--- src/rtl/ffc_pkg.sv ---
// Shared types and constants for the float format converter.
package ffc_pkg;

  localparam logic [1:0] CMD_H2S  = 2'd0;
  localparam logic [1:0] CMD_S2H  = 2'd1;
  localparam logic [1:0] CMD_BF2H = 2'd2;

  localparam logic [7:0]  HALF_BIAS_ADJ = 8'd112;
  localparam logic [7:0]  HSUB_EXP_BASE = 8'd113;
  localparam logic [7:0]  S2H_SUB_BASE  = 8'd126;
  localparam logic [7:0]  S2H_TINY_EXP  = 8'd102;
  localparam logic [7:0]  S2H_OVF_EXP   = 8'd143;
  localparam logic [7:0]  EXP_ALL_ONES  = 8'hff;
  localparam logic [4:0]  HALF_EXP_MAX  = 5'h1f;
  localparam logic [23:0] S2H_RND_INC   = 24'h001000;

  localparam logic [31:0] SGL_INF   = 32'h7f800000;
  localparam logic [31:0] SGL_QNAN  = 32'h7fffc000;
  localparam logic [15:0] HALF_INF  = 16'h7c00;
  localparam logic [15:0] HALF_QNAN = 16'h7e00;

  typedef enum logic [2:0] {
    CAT_NONE,
    CAT_ZERO,
    CAT_INF,
    CAT_NAN,
    CAT_NORM,
    CAT_H_SUB,
    CAT_S_SUB,
    CAT_S_NORM
  } cat_t;

  typedef struct packed {
    cat_t        cat;
    logic        sign;
    logic        half_out;
    logic [7:0]  exp;
    logic [22:0] mant;
    logic [4:0]  shamt;
  } dec_t;

  typedef struct packed {
    cat_t        cat;
    logic        sign;
    logic        half_out;
    logic [7:0]  exp;
    logic [22:0] mant;
  } val_t;

  // shifts needed to bring the msb of a nonzero half subnormal fraction to bit 10
  function automatic logic [4:0] hsub_shift(input logic [9:0] m);
    logic [4:0] sh;
    sh = 5'd10;
    for (int i = 0; i < 10; i++) begin
      if (m[i]) sh = 5'(10 - i);
    end
    return sh;
  endfunction

endpackage

--- src/rtl/ffc_round.sv ---
// Second pipeline stage: subnormal alignment, rounding and exponent carry.
module ffc_round
  import ffc_pkg::*;
(
  input  logic clk,
  input  logic rst_n,
  input  logic vld_in,
  input  dec_t dec_in,
  output logic vld_out,
  output val_t val_out
);

  logic        vld_r;
  val_t        val_r;
  val_t        val_nxt;
  logic [10:0] hsub_mm;
  logic [23:0] ssub_a;
  logic [23:0] ssub_sh;
  logic [11:0] ssub_q1;
  logic [10:0] ssub_v;
  logic [23:0] snorm_sum;
  logic [7:0]  snorm_exp;

  always_comb begin
    hsub_mm   = {1'b0, dec_in.mant[22:13]} << dec_in.shamt;
    ssub_a    = {1'b1, dec_in.mant};
    ssub_sh   = ssub_a >> 5'(dec_in.shamt - 5'd1);
    ssub_q1   = {1'b0, ssub_sh[10:0]} + 12'd1;
    ssub_v    = ssub_q1[11:1];
    snorm_sum = {1'b0, dec_in.mant} + S2H_RND_INC;
    snorm_exp = dec_in.exp + {7'd0, snorm_sum[23]};

    val_nxt.cat      = dec_in.cat;
    val_nxt.sign     = dec_in.sign;
    val_nxt.half_out = dec_in.half_out;
    val_nxt.exp      = dec_in.exp;
    val_nxt.mant     = dec_in.mant;
    unique case (dec_in.cat)
      CAT_H_SUB: begin
        val_nxt.cat  = CAT_NORM;
        val_nxt.exp  = HSUB_EXP_BASE - {3'd0, dec_in.shamt};
        val_nxt.mant = {hsub_mm[9:0], 13'd0};
      end
      CAT_S_SUB: begin
        val_nxt.cat  = CAT_NORM;
        val_nxt.exp  = {7'd0, ssub_v[10]};
        val_nxt.mant = {ssub_v[9:0], 13'd0};
      end
      CAT_S_NORM: begin
        val_nxt.exp  = snorm_exp;
        val_nxt.mant = snorm_sum[23] ? 23'd0 : snorm_sum[22:0];
        val_nxt.cat  = (snorm_exp[4:0] == HALF_EXP_MAX) ? CAT_INF : CAT_NORM;
      end
      CAT_NONE, CAT_ZERO, CAT_INF, CAT_NAN, CAT_NORM: begin
        val_nxt.cat = dec_in.cat;
      end
      default: val_nxt.cat = CAT_NONE;
    endcase
  end

  always_ff @(posedge clk) begin
    if (!rst_n) begin
      vld_r <= 1'b0;
    end else begin
      vld_r <= vld_in;
    end
  end

  always_ff @(posedge clk) begin
    val_r <= val_nxt;
  end

  assign vld_out = vld_r;
  assign val_out = val_r;

endmodule

--- src/rtl/float_format_converter_core.sv ---
// Top level of the float format converter: decode, round and pack stages.
//
// Usage:
//   Command channel: drive in_cmd and in_source_bits with start high; the
//   transfer happens at the rising edge where start is high and busy is low.
//   in_cmd 0 converts half to single, 1 single to half, 2 bfloat16 to half,
//   3 returns zero. 16-bit sources use bits 15..0 of in_source_bits.
//   Result channel: out_valid strobes for one cycle with out_result_bits;
//   half results sit in bits 15..0 with the upper half zero.
//   Pipeline: a command passes the decode register, the round register and
//   the output register before its result is presented.
//   Throughput: one item per cycle; busy is low whenever reset is released,
//   so a new command may be given every cycle.
//   Reset: synchronous, active low; busy is high during reset and all
//   in-flight items are dropped.
//   The receiver cannot stall: results are presented exactly once.
module float_format_converter_core
  import ffc_pkg::*;
(
  input  logic        clk,
  input  logic        rst_n,
  input  logic        start,
  output logic        busy,
  input  logic [1:0]  in_cmd,
  input  logic [31:0] in_source_bits,
  output logic        out_valid,
  output logic [31:0] out_result_bits
);

  logic        acc;
  dec_t        dec_nxt;
  dec_t        dec_r;
  logic        dec_vld_r;
  logic        val_vld;
  val_t        val;
  logic        out_valid_r;
  logic [31:0] out_bits_r;
  logic [31:0] out_bits_nxt;
  logic [7:0]  be;
  logic [7:0]  bfe;

  assign busy = ~rst_n;
  assign acc  = start & ~busy;

  // stage 1: classify
  always_comb begin
    be  = in_source_bits[30:23];
    bfe = in_source_bits[14:7];
    dec_nxt.cat      = CAT_NONE;
    dec_nxt.sign     = 1'b0;
    dec_nxt.half_out = 1'b1;
    dec_nxt.exp      = 8'd0;
    dec_nxt.mant     = 23'd0;
    dec_nxt.shamt    = 5'd0;
    unique case (in_cmd)
      CMD_H2S: begin
        dec_nxt.sign     = in_source_bits[15];
        dec_nxt.half_out = 1'b0;
        dec_nxt.mant     = {in_source_bits[9:0], 13'd0};
        dec_nxt.exp      = {3'd0, in_source_bits[14:10]} + HALF_BIAS_ADJ;
        dec_nxt.shamt    = hsub_shift(in_source_bits[9:0]);
        priority if (in_source_bits[14:10] == 5'd0) begin
          dec_nxt.cat = (in_source_bits[9:0] == 10'd0) ? CAT_ZERO : CAT_H_SUB;
        end else if (in_source_bits[14:10] == HALF_EXP_MAX) begin
          dec_nxt.cat = (in_source_bits[9:0] != 10'd0) ? CAT_NAN : CAT_INF;
        end else begin
          dec_nxt.cat = CAT_NORM;
        end
      end
      CMD_S2H: begin
        dec_nxt.sign  = in_source_bits[31];
        dec_nxt.mant  = in_source_bits[22:0];
        dec_nxt.exp   = be - HALF_BIAS_ADJ;
        dec_nxt.shamt = 5'(S2H_SUB_BASE - be);
        priority if (be == 8'd0) begin
          dec_nxt.cat = CAT_ZERO;
        end else if (be == EXP_ALL_ONES) begin
          dec_nxt.cat = (in_source_bits[22:0] != 23'd0) ? CAT_NAN : CAT_INF;
        end else if (be >= S2H_OVF_EXP) begin
          dec_nxt.cat = CAT_INF;
        end else if (be < S2H_TINY_EXP) begin
          dec_nxt.cat = CAT_ZERO;
        end else if (be <= HALF_BIAS_ADJ) begin
          dec_nxt.cat = CAT_S_SUB;
        end else begin
          dec_nxt.cat = CAT_S_NORM;
        end
      end
      CMD_BF2H: begin
        dec_nxt.sign = in_source_bits[15];
        dec_nxt.mant = {in_source_bits[6:0], 16'd0};
        dec_nxt.exp  = bfe - HALF_BIAS_ADJ;
        priority if (bfe == EXP_ALL_ONES) begin
          dec_nxt.cat = (in_source_bits[6:0] != 7'd0) ? CAT_NAN : CAT_INF;
        end else if (bfe <= HALF_BIAS_ADJ) begin
          dec_nxt.cat = CAT_ZERO;
        end else if (bfe >= S2H_OVF_EXP) begin
          dec_nxt.cat = CAT_INF;
        end else begin
          dec_nxt.cat = CAT_NORM;
        end
      end
      default: dec_nxt.cat = CAT_NONE;
    endcase
  end

  always_ff @(posedge clk) begin
    if (!rst_n) begin
      dec_vld_r <= 1'b0;
    end else begin
      dec_vld_r <= acc;
    end
  end

  always_ff @(posedge clk) begin
    dec_r <= dec_nxt;
  end

  // stage 2
  ffc_round u_round (
    .clk     (clk),
    .rst_n   (rst_n),
    .vld_in  (dec_vld_r),
    .dec_in  (dec_r),
    .vld_out (val_vld),
    .val_out (val)
  );

  // stage 3: pack
  always_comb begin
    out_bits_nxt = 32'd0;
    unique case (val.cat)
      CAT_NONE: out_bits_nxt = 32'd0;
      CAT_ZERO: out_bits_nxt = val.half_out ? {16'd0, val.sign, 15'd0}
                                            : {val.sign, 31'd0};
      CAT_INF:  out_bits_nxt = val.half_out ? {16'd0, val.sign, HALF_INF[14:0]}
                                            : {val.sign, SGL_INF[30:0]};
      CAT_NAN:  out_bits_nxt = val.half_out ? {16'd0, val.sign, HALF_QNAN[14:0]}
                                            : {val.sign, SGL_QNAN[30:0]};
      CAT_NORM, CAT_H_SUB, CAT_S_SUB, CAT_S_NORM: begin
        out_bits_nxt = val.half_out
                     ? {16'd0, val.sign, val.exp[4:0], val.mant[22:13]}
                     : {val.sign, val.exp, val.mant};
      end
      default: out_bits_nxt = 32'd0;
    endcase
  end

  always_ff @(posedge clk) begin
    if (!rst_n) begin
      out_valid_r <= 1'b0;
    end else begin
      out_valid_r <= val_vld;
    end
  end

  always_ff @(posedge clk) begin
    out_bits_r <= out_bits_nxt;
  end

  assign out_valid       = out_valid_r;
  assign out_result_bits = out_bits_r;

endmodule

--- config.mk ---
export PLATFORM = sky130hd
export DESIGN_NAME = float_format_converter_core
export DESIGN_NICKNAME = d
export VERILOG_FILES = /design/src/rtl/ffc_pkg.sv /design/src/rtl/ffc_round.sv /design/src/rtl/float_format_converter_core.sv
export SDC_FILE = /design/constraint.sdc
export NUM_CORES = 1
export LEC_CHECK = 0
export BUFFER_PORTS_ARGS = -buffer_cell sky130_fd_sc_hd__buf_2
export CORE_MARGIN = 2
export CORE_UTILIZATION = 60
export DETAILED_ROUTE_END_ITERATION = 10
export PLACE_DENSITY_LB_ADDON = 0.12
export SYNTH_ARGS = -nofsm -noshare
export SYNTH_HDL_FRONTEND = slang
export SYNTH_SLANG_ARGS = --single-unit
export TNS_END_PERCENT = 10
--- constraint.sdc ---
create_clock -name clk -period 8.6 [get_ports clk]
set_clock_uncertainty 0.15 [all_clocks]
set_input_delay 0.86 -clock clk [delete_from_list [all_inputs] [get_ports clk]]
set_output_delay 0.86 -clock clk [all_outputs]
set_load 0.01 [all_outputs]
Word level (Yosys, flattened, before mapping)
Index checks and enable logic that the tools add are counted.
{"block": "classes", "shifts": 2, "n_reduce_logical": 13, "n_lt_le_gt_ge": 5, "n_addsub": 9, "eq_ne": 20, "bitwise_logic": 2, "mux": 37}
{"cell": "case mux 31 bit (3 select lines)", "n": 2}
{"cell": "case mux 32 bit (5 select lines)", "n": 1}
{"cell": "two-way mux 32 bit", "n": 4}
{"cell": "two-way mux 5 bit", "n": 8}
{"cell": "two-way mux 3 bit", "n": 11}
{"cell": "adder 23 x 13 -> 24 bit, second input constant", "n": 1}
{"cell": "equality test 3 bit, second input constant", "n": 8}
{"cell": ">> shifter 24 x 5 -> 11 bit", "n": 1}
{"cell": "two-way mux 23 bit", "n": 1}
{"cell": "nonzero test 23 bit", "n": 1}
{"cell": "case mux 3 bit (3 select lines)", "n": 2}
{"cell": "equality test 8 bit, second input constant", "n": 2}
{"cell": "greater-or-equal comparator 8 bit, second input constant", "n": 2}
{"cell": "<= comparator 8 x 7 -> 1 bit, second input constant", "n": 2}
{"cell": "subtractor 8 x 7 -> 8 bit, second input constant", "n": 2}
{"cell": "adder 11 x 1 -> 12 bit, second input constant", "n": 1}
{"cell": "equality test 3 x 2 -> 1 bit, second input constant", "n": 4}
{"cell": "equality test 5 bit, second input constant", "n": 2}
{"cell": "logical NOT 10 bit", "n": 1}
{"cell": "case mux 5 bit (2 select lines)", "n": 1}
{"cell": "nonzero test 10 bit", "n": 1}
{"cell": "<< shifter 10 x 5 -> 10 bit", "n": 1}
{"cell": "adder 5 x 7 -> 8 bit, second input constant", "n": 1}
{"cell": "adder 8 x 1 -> 8 bit", "n": 1}
{"cell": "20 further kinds", "n": 27}
{"block": "word_totals", "word_cells": 103, "regBits": 112, "input_bits": 37}

Logic depth before layout (Yosys ltp)
{"block": "logic_depth", "depth_word": 10, "mapped_depth": 15}

By module
A second synthesis with hierarchy kept.
{"block": "unflattened", "hier_cells": 776, "hier_area_um2": 6672.6}
{"module": "ffc_round", "area_per_inst_um2": 3552.2, "instances": 1, "cells_per_inst": 434, "seq_area_each_um2": 740.7}
{"module": "float_format_converter_core", "area_per_inst_um2": 3120.5, "instances": 1, "cells_per_inst": 342, "seq_area_each_um2": 1501.4}

Worst setup path before layout
Ideal clock, no wire load.
{"block": "synth_path", "path_kind": "reg2reg", "from": "reg dec_r[0] (netlist name)", "to": "reg u_round.val_r, in the netlist u_round.val_out[22]", "setup_slack_ns": 4.929, "required_time_ns": 8.316, "stages_incl_launch_ff": 15, "n_path_buf": 2, "arrival_ns": 3.388, "cell_sequence": "dfxtp_1 buf_4 buf_2 inv_1 ha_1 xnor2_1 mux4_2 or3_1 o211ai_2 ha_1 inv_1 a211oi_1 and4_1 mux2i_1 o2111ai_1"}
{"item": "start, declared", "line_no": "float_format_converter_core.sv:32", "rtl": "dec_t dec_r;"}
{"item": "start signal, assigned", "line_no": "float_format_converter_core.sv:116", "rtl": "dec_r <= dec_nxt;"}
{"item": "end signal, assigned", "line_no": "ffc_round.sv:70", "rtl": "val_r <= val_nxt;"}
{"item": "end, declared", "line_no": "ffc_round.sv:14", "rtl": "val_t val_r;"}

==> flow_metrics.py <==
metrics = {
    "power_and_ir_drop": {
        "p_leak_uw": 0.002960,
        "combPwrFrac": 0.247,
        "powerDensity_mw_per_mm2": 181.8,
        "seqPwrFrac": 0.469,
        "pwr-share-clk": 0.284,
        "internal_power_uw": 871.0,
        "switching_share": 0.3182,
        "switching_power_uw": 406.5,
        "power.total_uw": 1277,
        "vdd_drop_max_mv": 0.1110,
    },
    "yosys": {
        "yosys.area.top_type": "dfxtp_1",
        "synth_top_area_share": 0.3493,
        "ys_async_sr_fraction": 0,
        "synth_nets": 799,
        "postSynthAreaPerCell_sq_um": 8.627,
        "synth_area_sq_mm": 0.006419,
        "synth-seq-area-share": 0.3493,
        "ys_ff_latch": 112,
        "synth.most_common_cell": "dfxtp_1",
        "ys_top_cells_by_count": "112 x dfxtp_1, 72 x nand2_1, 53 x a21oi_1, 53 x nor2_1, 42 x mux2i_1",
        "synth_cells": 744,
        "synth-edff-count": 0,
        "ys.warnings.count": 0,
        "synth_flop_cell": "dfxtp_1",
        "ys_types": 68,
        "synth_area_leaders": "dfxtp_1 35%, mux2i_1 6.5%, mux2_2 4.7%, nand2_1 4.2%, a21oi_1 4.1%",
    },
    "place": {
        "gp_congestion": 0.9827,
        "port_buffers": 70,
        "post-dp-hpwl_um": 12780,
        "dpl_cell_area_sq_mm": 0.006780,
    },
    "setup_path": {
        "path_buf_inv": 2,
        "crit_path_max_incr_delay_ns": 0.87,
        "crit_arrival_ns": 4.52,
        "crit_chain": "inv_1, ha_1, a21boi_2, xor2_1, nand3_1, o211ai_2, ha_1, inv_1, a211oi_1, and4_1, mux2i_1, o2111ai_1",
        "cp_slowest_cell": "xor2_1",
        "path_class": "register to register",
        "path_delay_family": "compound AO/OA/AOI/OAI gates",
        "cp_max_fo": 18,
        "cp_data_required_time_ns": 8.69,
        "end_kind": "register",
        "startpoint_type": "register",
    },
    "finish": {
        "fin_nets": 839,
        "final_area_sq_mm": 0.007025,
        "n_antenna_cell": 0,
        "fin_util": 0.6775,
        "fillers": 822,
        "layout-drive-gt1-share": 0.1787,
        "syn2layout_area_growth_pct": 9.454,
    },
    "sta": {
        "slew_viol_final": 0,
        "fin_crit_ns": 4.428,
        "period_share": 0.5149,
        "max_freq_mhz": 225.8,
        "grt_setup_unrepaired": "no",
        "slew_headroom": 0.1948,
        "setup_viol": 0,
        "worst_pin_slew_ns": 1.199,
        "fin_tns_setup_ns": 0,
        "hold_viol_final": 0,
    },
    "clock_tree": {
        "h-tree-depth": 3,
        "cts_resized": 0,
        "clk_latency_ns": 0.38,
        "postCtsHoldBufs": 0,
        "cts_buffer_depth": 2,
        "clkSinkCount": 112,
        "clk_root_buffer_cell": "clkbuf_8",
        "path_clk_slew_ns": 0.11,
        "cts_setup_buffers": 0,
        "cts_tree": "done",
        "cts_made_buffers": 9,
    },
    "floorplan": {
        "rows": 37,
        "die_h_um": 107.4,
        "core-area_sq_mm": 0.01037,
        "fp.dieW_um": 107.4,
        "ios": 71,
        "start_util": 0.6190,
        "die_area_sq_mm": 0.01154,
    },
    "global_routing": {
        "grt_pass1_wl_um": 26940,
        "grt_usage": 0.2989,
        "antenna_found_initial": 0,
        "grt_start_max_net_pins": 42,
        "grt_pass1_vias": 5205,
        "overflow": 0,
    },
    "drt": {
        "vias": 5642,
        "wl_per_cell_um": 18.15,
        "via_per_inst": 6.099,
        "drc": 0,
        "wl_um": 16790,
        "firstDrtPassIters": 8,
        "drt_iter0_markers": 542,
        "antenna_left": 0,
    },
    "min_path": {
        "worst_hold_path_type": "register to register",
    },
    "outcome": {
        "outcome": "finished, final reports clean",
    },
    "job": {
        "drv_cap": 0,
    },
}
-- cell type report --
class                           instances  area, sq um  area share
Clock buffer                           10        137.6     0.01959
Tap cell                              136        170.2     0.02422
Clock inverter                          6        107.6     0.01532
Sequential cell                       112         2242      0.3191
Timing Repair Buffer                   76        395.4     0.05628
Multi-Input combinational cell        559         3875      0.5516
Inverter                               26        97.59     0.01389
-- stage by stage --
step / hold slack [ns] / cells / setup WS (ns)
CTS: 0.1886 / 925 / 4.241
detailed placement: 0.1621 / 909 / 4.244
finish: 0.1891 / 925 / 4.172
global placement: 0.1622 / 909 / 4.379
global route: 0.2099 / 925 / 3.852
floorplan: 0.1596 / 744 / 4.929
-- logic make-up after synthesis --
family | Yosys count | synth area share
xor+xnor | 24 | 0.03684
buf+inv | 73 | 0.04698
mux | 80 | 0.1538
compound gates | 161 | 0.1579
fa+ha+maj | 19 | 0.03665
flops | 112 | 0.3493
simple gates | 275 | 0.2185
-- cell usage in the layout (no fill, tap or decap), drive strengths merged, types with 4 or more instances in the layout --
master / instances
nor4: 6
and2: 24
nand2: 72
mux2: 27
xor2: 10
mux4: 11
clkbuf: 10
a22o: 9
or3: 5
inv: 29
nor3: 20
a31oi: 9
xnor2: 14
nand4: 6
o21ai: 42
nor2: 53
o22ai: 7
and3: 6
a221oi: 4
nand2b: 9
nor3b: 5
dfxtp: 112
a211oi: 8
mux2i: 42
nand3b: 7
nor2b: 23
nand3: 28
a21oi: 53
o211ai: 5
ha: 18
buf: 76
-- power by group through the flow --
stage          registers (uW)  logic, uW  clock network [uW]
2_1_floorplan             593        233                   0
3_3_place_gp              608        308                   0
3_5_place_dp              610        309                   0
4_1_cts                   598        310                 365
5_1_grt                   605        343                 389
6_report                  599        315                 363
-- worst paths after layout --
check | cells past startpoint | endpoint | from | slack (ns)
hold reg to reg | 0 | u_round.val_out[31] | dec_r[36] | 0.19
setup reg to reg | 12 | u_round.val_out[22] | dec_r[2] | 4.17
setup / recovery | 12 | u_round.val_out[22] | dec_r[2] | 4.17
hold / removal | 0 | u_round.val_out[31] | dec_r[36] | 0.19
-- routing by layer --
metal  vias up  wire, um  part of all wire  global-route usage
met1      2659      7432              0.44              0.4005
met4         0       214             0.013             0.06136
met5         -         0                 0                   0
li1       2729         -                 -                   -
met3        17      1396             0.083             0.07748
met2       237      7747              0.46              0.4892
-- state kept, by name, indices dropped and copies added, names as in the netlist --
name	cells
dec_r	41
out_result_bits	32
u_round.vld_out	1
dec_vld_r	1
u_round.val_out	36
out_valid	1
Note: power is estimated with default switching activity, not from simulation.
